## src/rtl/led_strip_pulse_encoder_top_assert.svh

```systemverilog
// ----------------------------------------------------------------------------
// LED strip pulse encoder assertion macros
// Shared concurrent assertion forms, clocked on i_clk and off during reset.
// ----------------------------------------------------------------------------
`ifndef LED_STRIP_PULSE_ENCODER_TOP_ASSERT_SVH
`define LED_STRIP_PULSE_ENCODER_TOP_ASSERT_SVH

// The consequent must hold in the same cycle as the antecedent.
`define LSPE_ASSERT_NOW(lbl, ante, cons, msg) \
    lbl: assert property (@(posedge i_clk) disable iff (!i_rst_n) (ante) |-> (cons)) \
        else $error(msg);

// The consequent must hold in the cycle after the antecedent.
`define LSPE_ASSERT_NEXT(lbl, ante, cons, msg) \
    lbl: assert property (@(posedge i_clk) disable iff (!i_rst_n) (ante) |=> (cons)) \
        else $error(msg);

`endif

```

## src/rtl/lspe_pkg.sv

```systemverilog
// ----------------------------------------------------------------------------
// LED strip pulse encoder package
// Command codes, register indexes, reset values and control structs.
// ----------------------------------------------------------------------------
`default_nettype none

package lspe_pkg;

    localparam int LED_COUNT_DEF = 64;

    localparam int CMD_W   = 3;
    localparam int LED_NUM_W = 8;
    localparam int CHAN_W  = 8;
    localparam int COLOR_W = 3 * CHAN_W;
    localparam int CODE_W  = 16;
    localparam int RW_W    = 8;
    localparam int CFG_IDX_W  = 2;
    localparam int CFG_DATA_W = 16;
    localparam int SLOTS_PER_LED = 24;
    localparam int BIT_SEL_W = 5;

    localparam logic [CMD_W-1:0] CMD_SET_ALL   = 3'd0;
    localparam logic [CMD_W-1:0] CMD_SET_INDEX = 3'd1;
    localparam logic [CMD_W-1:0] CMD_SET_RANGE = 3'd2;
    localparam logic [CMD_W-1:0] CMD_ALL_OFF   = 3'd3;
    localparam logic [CMD_W-1:0] CMD_NEXT_CODE = 3'd4;

    localparam logic [CFG_IDX_W-1:0] CFG_RESET_WORDS = 2'd0;
    localparam logic [CFG_IDX_W-1:0] CFG_CODE_ONE    = 2'd1;
    localparam logic [CFG_IDX_W-1:0] CFG_CODE_ZERO   = 2'd2;

    localparam logic [RW_W-1:0]   RESET_WORDS_RST = 8'd50;
    localparam logic [CODE_W-1:0] CODE_ONE_RST    = 16'd60;
    localparam logic [CODE_W-1:0] CODE_ZERO_RST   = 16'd30;

    localparam logic [BIT_SEL_W-1:0] TOP_BIT = 5'd23;

    typedef struct packed {
        logic load;       // capture the accepted item
        logic pos_clear;  // restart the frame
        logic pos_step;   // advance the frame position, decode the slot
        logic mul;        // capture the slot divide product
        logic addr_rd;    // read the addressed colour
        logic sweep_wr;   // write one store entry and advance the sweep index
        logic wr_zero;    // sweep writes zero regardless of the command
        logic out_load;   // capture the result into the output register
    } t_ctl;

    typedef struct packed {
        logic sweep_last; // sweep index is on the last LED
    } t_stat;

endpackage

`default_nettype wire

```

## src/rtl/lspe_ctrl.sv

```systemverilog
// ----------------------------------------------------------------------------
// LED strip pulse encoder controller
// Sequences store sweeps, slot decoding and the result handshake.
// ----------------------------------------------------------------------------
`default_nettype none

`include "led_strip_pulse_encoder_top_assert.svh"

module lspe_ctrl
    import lspe_pkg::*;
(
    input  wire logic             i_clk,
    input  wire logic             i_rst_n,
    input  wire logic             i_in_valid,
    input  wire logic [CMD_W-1:0] i_command,
    input  wire logic             i_out_ready,
    input  wire t_stat            i_stat,
    output logic                  o_in_ready,
    output logic                  o_out_valid,
    output t_ctl                  o_ctl
);

    typedef enum logic [2:0] {
        S_CLEAR,
        S_IDLE,
        S_SWEEP,
        S_POS,
        S_MUL,
        S_ADDR,
        S_DONE
    } t_state;

    t_state r_state;
    t_state n_state;
    logic   r_out_valid;
    logic   accept;
    logic   is_edit;

    assign o_in_ready  = (r_state == S_IDLE);
    assign o_out_valid = r_out_valid;
    assign accept      = i_in_valid && (r_state == S_IDLE);
    assign is_edit     = (i_command == CMD_SET_ALL) || (i_command == CMD_SET_INDEX) ||
                         (i_command == CMD_SET_RANGE) || (i_command == CMD_ALL_OFF);

    always_comb begin
        o_ctl           = '0;
        o_ctl.load      = accept;
        o_ctl.pos_clear = accept && is_edit;
        o_ctl.pos_step  = (r_state == S_POS);
        o_ctl.mul       = (r_state == S_MUL);
        o_ctl.addr_rd   = (r_state == S_ADDR);
        o_ctl.sweep_wr  = (r_state == S_SWEEP) || (r_state == S_CLEAR);
        o_ctl.wr_zero   = (r_state == S_CLEAR);
        o_ctl.out_load  = (r_state == S_DONE) && (!r_out_valid || i_out_ready);
    end

    always_comb begin
        n_state = r_state;
        unique case (r_state)
            S_CLEAR: begin
                if (i_stat.sweep_last) n_state = S_IDLE;
            end
            S_IDLE: begin
                if (accept) begin
                    if (is_edit) n_state = S_SWEEP;
                    else if (i_command == CMD_NEXT_CODE) n_state = S_POS;
                    else n_state = S_DONE;
                end
            end
            S_SWEEP: begin
                if (i_stat.sweep_last) n_state = S_DONE;
            end
            S_POS:  n_state = S_MUL;
            S_MUL:  n_state = S_ADDR;
            S_ADDR: n_state = S_DONE;
            S_DONE: begin
                if (o_ctl.out_load) n_state = S_IDLE;
            end
            default: n_state = S_IDLE;
        endcase
    end

    always_ff @(posedge i_clk) begin
        if (!i_rst_n) begin
            r_state     <= S_CLEAR;
            r_out_valid <= 1'b0;
        end else begin
            r_state <= n_state;
            if (o_ctl.out_load) begin
                r_out_valid <= 1'b1;
            end else if (i_out_ready) begin
                r_out_valid <= 1'b0;
            end
        end
    end

    // A pending result is never overwritten before it has been transferred.
    `LSPE_ASSERT_NOW(a_out_no_overwrite, o_ctl.out_load, !r_out_valid || i_out_ready, "result overwritten before transfer")
    // A sweep ends exactly when the last entry is written.
    `LSPE_ASSERT_NEXT(a_sweep_end, (r_state == S_SWEEP) && i_stat.sweep_last, r_state == S_DONE, "sweep did not end on the last LED")
    // A next_code transfer always goes through slot decoding.
    `LSPE_ASSERT_NEXT(a_next_decode, accept && (i_command == CMD_NEXT_CODE), r_state == S_POS, "next_code skipped slot decoding")
    // The store clearing pass after reset never overlaps an input transfer.
    `LSPE_ASSERT_NOW(a_clear_blocks, o_ctl.wr_zero, !o_in_ready && !o_ctl.load, "input taken during clearing pass")

endmodule

`default_nettype wire

```

## src/rtl/lspe_datapath.sv

```systemverilog
// ----------------------------------------------------------------------------
// LED strip pulse encoder datapath
// Colour store, frame position, slot decode and result register.
// ----------------------------------------------------------------------------
`default_nettype none

module lspe_datapath
    import lspe_pkg::*;
#(
    parameter int LED_COUNT = LED_COUNT_DEF
) (
    input  wire logic                  i_clk,
    input  wire logic                  i_rst_n,
    input  wire t_ctl                  i_ctl,
    output t_stat                      o_stat,
    input  wire logic                  i_cfg_wr_en,
    input  wire logic [CFG_IDX_W-1:0]  i_cfg_index,
    input  wire logic [CFG_DATA_W-1:0] i_cfg_data,
    input  wire logic [CMD_W-1:0]      i_command,
    input  wire logic [LED_NUM_W-1:0]  i_first_led,
    input  wire logic [LED_NUM_W-1:0]  i_last_led,
    input  wire logic [CHAN_W-1:0]     i_red,
    input  wire logic [CHAN_W-1:0]     i_green,
    input  wire logic [CHAN_W-1:0]     i_blue,
    output logic                       o_status,
    output logic [CODE_W-1:0]          o_pulse_code,
    output logic                       o_frame_end
);

    localparam int LED_W   = (LED_COUNT > 1) ? $clog2(LED_COUNT) : 1;
    localparam int CMP_W   = (LED_W + 1 > LED_NUM_W) ? LED_W + 1 : LED_NUM_W;
    localparam int DATA_SLOTS = SLOTS_PER_LED * LED_COUNT;
    localparam int POS_MAX = (2 ** RW_W) - 1 + DATA_SLOTS;
    localparam int POS_W   = $clog2(POS_MAX + 1);
    localparam int SLOT_W  = $clog2(DATA_SLOTS);
    localparam int X_W     = SLOT_W - 3;
    localparam int K       = X_W + 2;
    localparam int RECIP   = ((2 ** K) + 2) / 3;
    localparam int PROD_W  = X_W + K;

    // Configuration registers.
    logic [RW_W-1:0]   r_reset_words;
    logic [CODE_W-1:0] r_code_one;
    logic [CODE_W-1:0] r_code_zero;

    always_ff @(posedge i_clk) begin
        if (!i_rst_n) begin
            r_reset_words <= RESET_WORDS_RST;
            r_code_one    <= CODE_ONE_RST;
            r_code_zero   <= CODE_ZERO_RST;
        end else if (i_cfg_wr_en) begin
            unique case (i_cfg_index)
                CFG_RESET_WORDS: r_reset_words <= i_cfg_data[RW_W-1:0];
                CFG_CODE_ONE:    r_code_one    <= i_cfg_data;
                CFG_CODE_ZERO:   r_code_zero   <= i_cfg_data;
                default: ;
            endcase
        end
    end

    // Captured item.
    logic [CMD_W-1:0]   r_cmd;
    logic [CMP_W-1:0]   r_first;
    logic [CMP_W-1:0]   r_last;
    logic [COLOR_W-1:0] r_color;
    logic               r_first_ok;
    logic               r_last_ok;
    logic               first_ok;
    logic               last_ok;

    assign first_ok = (i_first_led != '0) &&
                      (CMP_W'(i_first_led) <= CMP_W'(LED_COUNT));
    assign last_ok  = (i_last_led != '0) &&
                      (CMP_W'(i_last_led) <= CMP_W'(LED_COUNT));

    always_ff @(posedge i_clk) begin
        if (i_ctl.load) begin
            r_cmd      <= i_command;
            r_first    <= CMP_W'(i_first_led);
            r_last     <= CMP_W'(i_last_led);
            r_color    <= {i_green, i_red, i_blue};
            r_first_ok <= first_ok;
            r_last_ok  <= last_ok;
        end
    end

    // Store sweep: one entry per cycle over the whole strip.
    logic [LED_W-1:0]   r_idx;
    logic [CMP_W-1:0]   led_num;
    logic               hit;
    logic [COLOR_W-1:0] wr_data;

    assign led_num = CMP_W'(r_idx) + CMP_W'(1);
    assign o_stat.sweep_last = (r_idx == LED_W'(LED_COUNT - 1));

    always_comb begin
        hit = 1'b0;
        if (r_cmd == CMD_SET_ALL) begin
            hit = 1'b1;
        end else if (r_cmd == CMD_SET_INDEX) begin
            hit = r_first_ok && (led_num == r_first);
        end else if (r_cmd == CMD_SET_RANGE) begin
            hit = r_first_ok && r_last_ok && (led_num >= r_first) && (led_num <= r_last);
        end
        wr_data = (hit && !i_ctl.wr_zero) ? r_color : '0;
    end

    always_ff @(posedge i_clk) begin
        if (!i_rst_n) begin
            r_idx <= '0;
        end else if (i_ctl.sweep_wr) begin
            r_idx <= o_stat.sweep_last ? '0 : r_idx + LED_W'(1);
        end
    end

    logic [COLOR_W-1:0] r_mem [LED_COUNT];
    logic [COLOR_W-1:0] r_rd_data;
    logic [LED_W-1:0]   rd_addr;

    always_ff @(posedge i_clk) begin
        if (i_ctl.sweep_wr) begin
            r_mem[r_idx] <= wr_data;
        end
    end

    always_ff @(posedge i_clk) begin
        if (i_ctl.addr_rd) begin
            r_rd_data <= r_mem[rd_addr];
        end
    end

    // Frame position and slot decode.
    logic [POS_W-1:0]  r_pos;
    logic [POS_W-1:0]  total;
    logic [POS_W-1:0]  pos_eff;
    logic [POS_W-1:0]  pos_inc;
    logic [POS_W-1:0]  slot_full;
    logic              at_end;
    logic              r_pre;
    logic              r_end;
    logic [X_W-1:0]    r_x;
    logic [2:0]        r_lo;

    assign total     = POS_W'(r_reset_words) + POS_W'(DATA_SLOTS);
    assign pos_eff   = (r_pos >= total) ? '0 : r_pos;
    assign pos_inc   = pos_eff + POS_W'(1);
    assign at_end    = (pos_inc == total);
    assign slot_full = pos_eff - POS_W'(r_reset_words);

    always_ff @(posedge i_clk) begin
        if (!i_rst_n) begin
            r_pos <= '0;
        end else if (i_ctl.pos_clear) begin
            r_pos <= '0;
        end else if (i_ctl.pos_step) begin
            r_pos <= at_end ? '0 : pos_inc;
        end
    end

    always_ff @(posedge i_clk) begin
        if (i_ctl.pos_step) begin
            r_pre <= (pos_eff < POS_W'(r_reset_words));
            r_end <= at_end;
            r_x   <= slot_full[SLOT_W-1:3];
            r_lo  <= slot_full[2:0];
        end
    end

    // Slot / 24 = (slot / 8) / 3, the divide by three by reciprocal multiply.
    logic [PROD_W-1:0]    r_prod;
    logic [X_W-1:0]       quot;
    logic [X_W-1:0]       rem_full;
    logic [BIT_SEL_W-1:0] r_bit_sel;

    always_ff @(posedge i_clk) begin
        if (i_ctl.mul) begin
            r_prod <= PROD_W'(r_x) * PROD_W'(RECIP);
        end
    end

    assign quot     = r_prod[PROD_W-1:K];
    assign rem_full = r_x - (quot << 1) - quot;
    assign rd_addr  = quot[LED_W-1:0];

    always_ff @(posedge i_clk) begin
        if (i_ctl.addr_rd) begin
            r_bit_sel <= TOP_BIT - {rem_full[1:0], r_lo};
        end
    end

    // Result register.
    logic              is_next;
    logic              bad;
    logic [CODE_W-1:0] code;

    assign is_next = (r_cmd == CMD_NEXT_CODE);
    assign bad     = ((r_cmd == CMD_SET_INDEX) && !r_first_ok) ||
                     ((r_cmd == CMD_SET_RANGE) && !(r_first_ok && r_last_ok));
    assign code    = (!is_next || r_pre) ? '0 :
                     (r_rd_data[r_bit_sel] ? r_code_one : r_code_zero);

    always_ff @(posedge i_clk) begin
        if (i_ctl.out_load) begin
            o_status     <= bad;
            o_pulse_code <= code;
            o_frame_end  <= is_next && r_end;
        end
    end

endmodule

`default_nettype wire

```

## src/rtl/led_strip_pulse_encoder_top.sv

```systemverilog
// ----------------------------------------------------------------------------
// LED strip pulse encoder top level
// Holds a colour per LED and emits one frame of pulse-width codes slot by slot.
// ----------------------------------------------------------------------------
// An edit command sweeps the whole store, one store entry a cycle, before its result.
// A next_code goes through frame position, divide multiply, store read and output.
// Commands 5 to 7 go straight to the output. One item is in work at a time.
// Reset clears the frame position and loads register defaults, then a clearing
// pass writes zero to every store entry before the first item is taken.
`default_nettype none

module led_strip_pulse_encoder_top
    import lspe_pkg::*;
#(
    parameter int LED_COUNT = LED_COUNT_DEF
) (
    input  wire logic                  i_clk,
    input  wire logic                  i_rst_n,
    input  wire logic                  i_cfg_wr_en,
    input  wire logic [CFG_IDX_W-1:0]  i_cfg_index,
    input  wire logic [CFG_DATA_W-1:0] i_cfg_data,
    input  wire logic                  i_in_valid,
    output logic                       o_in_ready,
    input  wire logic [CMD_W-1:0]      i_command,
    input  wire logic [LED_NUM_W-1:0]  i_first_led,
    input  wire logic [LED_NUM_W-1:0]  i_last_led,
    input  wire logic [CHAN_W-1:0]     i_red,
    input  wire logic [CHAN_W-1:0]     i_green,
    input  wire logic [CHAN_W-1:0]     i_blue,
    output logic                       o_out_valid,
    input  wire logic                  i_out_ready,
    output logic                       o_status,
    output logic [CODE_W-1:0]          o_pulse_code,
    output logic                       o_frame_end
);

    t_ctl  ctl;
    t_stat stat;

    lspe_ctrl u_ctrl (
        .i_clk       (i_clk),
        .i_rst_n     (i_rst_n),
        .i_in_valid  (i_in_valid),
        .i_command   (i_command),
        .i_out_ready (i_out_ready),
        .i_stat      (stat),
        .o_in_ready  (o_in_ready),
        .o_out_valid (o_out_valid),
        .o_ctl       (ctl)
    );

    lspe_datapath #(
        .LED_COUNT (LED_COUNT)
    ) u_datapath (
        .i_clk        (i_clk),
        .i_rst_n      (i_rst_n),
        .i_ctl        (ctl),
        .o_stat       (stat),
        .i_cfg_wr_en  (i_cfg_wr_en),
        .i_cfg_index  (i_cfg_index),
        .i_cfg_data   (i_cfg_data),
        .i_command    (i_command),
        .i_first_led  (i_first_led),
        .i_last_led   (i_last_led),
        .i_red        (i_red),
        .i_green      (i_green),
        .i_blue       (i_blue),
        .o_status     (o_status),
        .o_pulse_code (o_pulse_code),
        .o_frame_end  (o_frame_end)
    );

endmodule

`default_nettype wire

```

## config.mk

```make
export PLATFORM = sky130hd
export DESIGN_NAME = led_strip_pulse_encoder_top
export DESIGN_NICKNAME = d
export VERILOG_FILES = /design/src/rtl/lspe_pkg.sv /design/src/rtl/lspe_ctrl.sv /design/src/rtl/lspe_datapath.sv /design/src/rtl/led_strip_pulse_encoder_top.sv
export VERILOG_INCLUDE_DIRS = /design/src /design/src/rtl
export SDC_FILE = /design/constraint.sdc
export NUM_CORES = 2
export LEC_CHECK = 0
export BUFFER_PORTS_ARGS = -buffer_cell sky130_fd_sc_hd__buf_2
export CAP_MARGIN = 20
export CORE_MARGIN = 1.5
export CORE_UTILIZATION = 45
export CTS_CLUSTER_DIAMETER = 100
export CTS_CLUSTER_SIZE = 20
export DETAILED_ROUTE_END_ITERATION = 10
export MAX_ROUTING_LAYER = met4
export PLACE_DENSITY = 0.65
export SYNTH_ARGS = -nofsm -noshare
export SYNTH_HDL_FRONTEND = slang
export SYNTH_SLANG_ARGS = --single-unit
```

## constraint.sdc

```tcl
create_clock -name i_clk -period 8.2 [get_ports i_clk]
set_input_delay 1.23 -clock i_clk [delete_from_list [all_inputs] [get_ports i_clk]]
set_output_delay 1.23 -clock i_clk [all_outputs]
set_load 0.02 [all_outputs]
```

==> flow_summary_export.csv <==
group,metric,value,unit
floorplan,core,149800,µm²
routing,drt_iter0_markers,3824,
timing,clock_skew,0.03280,ns
global_route,grt_pass1_wl,228500,µm
routing,vias,31930,
timing,clock.fmax,0.2015,GHz
layout,mostFrequentLayoutCells,"edfxtp_1 (1647), mux4_2 (511), nand2_1 (132)",
synth,synth-edff-count,1647,
worst_setup_path,arrival,5.59,ns
timing,finalSetupTns,0,ns
worst_setup_path,path_max_fanout,12,
timing,layout_setup_ws,3.237,ns
layout,mostFrequentLayoutCell,"edfxtp_1",
floorplan,die_w,391.3,µm
synth,synthesis.instances,3155,
power_and_ir_drop,p_per_area,196.4,nW/µm²
clock_tree,postCtsSetupRepairBufs,0,
power_and_ir_drop,vdd_drop_max,168.0,µV
worst_setup_path,worst_setup_path_start_kind,"flop",
job,maxCapViolations,0,
timing,rsz0062_at_grt,"false",
floorplan,io_pins,86,
routing,postRouteAntennaNets,0,
clock_tree,cts_resized,0,
synth,synth_top_area_share,72.89,%
routing,wirelength,160600,µm
timing,maxSlewHeadroom,22.46,%
global_route,grt_max_degree,140,
layout,instances_no_fill,5318,
synth,syn_area,67850,µm²
timing,period_needed,4.963,ns
clock_tree,clk_latency,0.72,ns
layout,drive_above_1_share,27.38,%
synth,avgSynthCellArea,21.51,µm²
synth,synth_top_cell_by_area,"edfxtp_1",
run_status,status,"completed",
floorplan,die_area,153100,µm²
routing,drt-vias-per-instance,6.004,
worst_setup_path,crit_path_end_kind,"flop",
power_and_ir_drop,leakage,19.73,nW
timing,holdWs,0.4690,ns
global_route,grtUsageTotal,21.69,%
timing,finalCritPeriodShare,60.52,%
global_route,grt-ovfl-total,0,
synth,synthFlopType,"edfxtp_1",
worst_hold_path,min_path_type,"flop to flop",
placement,dp.cells,5167,
floorplan,start_util,45.30,%
synth,synthArstFlopShare,0,%
synth,synth_area_leaders,"edfxtp_1 (73%), mux4_2 (17%), dfxtp_1 (1.8%), ha_1 (1.4%), nand2_1 (0.73%)",
placement,pre_cts_ws,3.384,ns
clock_tree,htree_levels,3,
synth,synth-seq-cells,1708,
timing,worst_slew_pin_slew,1.160,ns
global_route,antenna_found_initial,6,
placement,dp_hpwl,88940,µm
timing,drv_slew,0,
routing,drc,0,
placement,placed_area,71480,µm²
clock_tree,numClockSinks,1708,
clock_tree,cts_tree,"built",
worst_setup_path,crit_required,8.82,ns
clock_tree,postCtsHoldBufs,0,
layout,syn_to_final_growth,9.616,%
timing,hold_viol_final,0,
synth,synth_fp_nets,3308,
routing,dr.pass1.iters,6,
worst_setup_path,critPathKind,"flop to flop",
routing,drt-wirelength-per-cell,30.19,µm
clock_tree,cts-buffers-inserted,96,
global_route,grt_pass1_vias,31820,
placement,place_congestion,0.8877,
clock_tree,clockRootBuffer,"clkbuf_16",
floorplan,rows,142,
timing,setup_viol,0,
layout,final_area,74380,µm²
layout,nets,3410,
floorplan,die_y,391.3,µm
clock_tree,clock_path_buffers,3,
synth,synth_warnings,0,
synth,synth.distinct_cells,60,
placement,numPortBuffers,85,
synth,yosysSeqAreaShare,74.69,%
clock_tree,clk_pin_slew,0.08,ns
## registers in the layout (all words and copies together) (netlist names), 11 cells and up
name / flops
u_datapath.r_code_one: 16
u_datapath.r_color: 24
u_datapath.r_code_zero: 16
u_datapath.r_pos: 11
u_datapath.r_mem: 1536
u_datapath.r_rd_data: 24
u_datapath.o_pulse_code: 16
## worst max-delay path: stages (launching register included)
cell	delay [ns]
dfxtp_1	0.59
ha_1	0.34
a21oi_1	0.18
a21oi_1	0.11
o311a_1	0.42
nor2_1	0.62
and2_1	0.30
ha_1	0.30
nand3_2	0.22
nor2_4	0.23
mux2i_1	0.12
o311a_1	0.40
o2111ai_1	0.53
nor2_1	0.25
o32ai_1	0.26
## Yosys cell counts, types with 5 or more instances
master / count
or2_2: 9
clkbuf_1: 105
dfxtp_1: 61
nor2b_1: 13
buf_2: 25
o21a_1: 13
nor3_1: 13
a21boi_0: 28
o21bai_1: 6
buf_1: 14
and3_1: 6
buf_6: 5
nor3b_1: 5
nor4_1: 30
xnor2_1: 21
o211ai_1: 11
edfxtp_1: 1647
nand3b_1: 11
nand2_1: 132
a21oi_1: 25
ha_1: 75
o21ai_0: 22
buf_4: 19
inv_1: 76
nand4_1: 9
mux4_2: 511
nor2_1: 118
xor2_1: 14
mux2i_1: 21
nand3_1: 29
and2_1: 15
fa_1: 12
## per-stage QoR
step	power, mW	utilization [%]
after detailed placement	9.870	47.72
after floorplan	9.777	-
after CTS	14.69	49.52
after global routing	14.98	49.64
after global placement	9.866	47.59
final	14.60	49.66
## where the power goes
part	total [mW]	internal (mW)	switching [mW]
logic	0.178	0.0627	0.116
clock network	4.94	2.23	2.71
registers	9.49	9.47	0.0198
total	14.6	11.8	2.85
## path summary, 6_finish.rpt
check	from	endpoint	slack, ns	depth (start not counted)
max	u_datapath.r_pos[2]	u_datapath.r_pos[0]	3.24	14
min	u_datapath.r_code_zero[8]	u_datapath.r_code_zero[8]	0.47	2
max reg2reg	u_datapath.r_pos[2]	u_datapath.r_pos[0]	3.24	14
min reg2reg	u_datapath.r_code_zero[8]	u_datapath.r_code_zero[8]	0.47	2
## final cells by class
type,count,area [µm²]
Sequential cell,1708,50680
Inverter,76,285.3
Multi-Input combinational cell,1203,16750
Clock inverter,9,145.1
Antenna cell,11,27.53
Fill cell,11730,75400
Clock buffer,123,2546
Timing Repair Buffer,172,1419
Tap cell,2016,2522
## cells by family after synthesis
logic type               after synthesis  synth area share, %
buffers and inverters                244                1.556
XOR/XNOR                              35               0.4518
flip-flops                          1708                74.69
multiplexers                         533                17.30
AO/OA/AOI/OAI                        137                1.390
adder cells (fa/ha/maj)               87                1.737
AND/OR/NAND/NOR                      411                2.871
## per-layer routing
metal  GRT usage (%)  routed length [µm]  part of all wire [%]  vias up
li1                -                   -                     -    13210
met1           29.47               64700                    40    17230
met2           34.88               80230                    50     1323
met3           3.544               12700                   7.9      167
met4           4.535                2943                   1.8        0
met5               -                   0                     0        -
No activity file was read; power rests on OpenSTA's default activity.
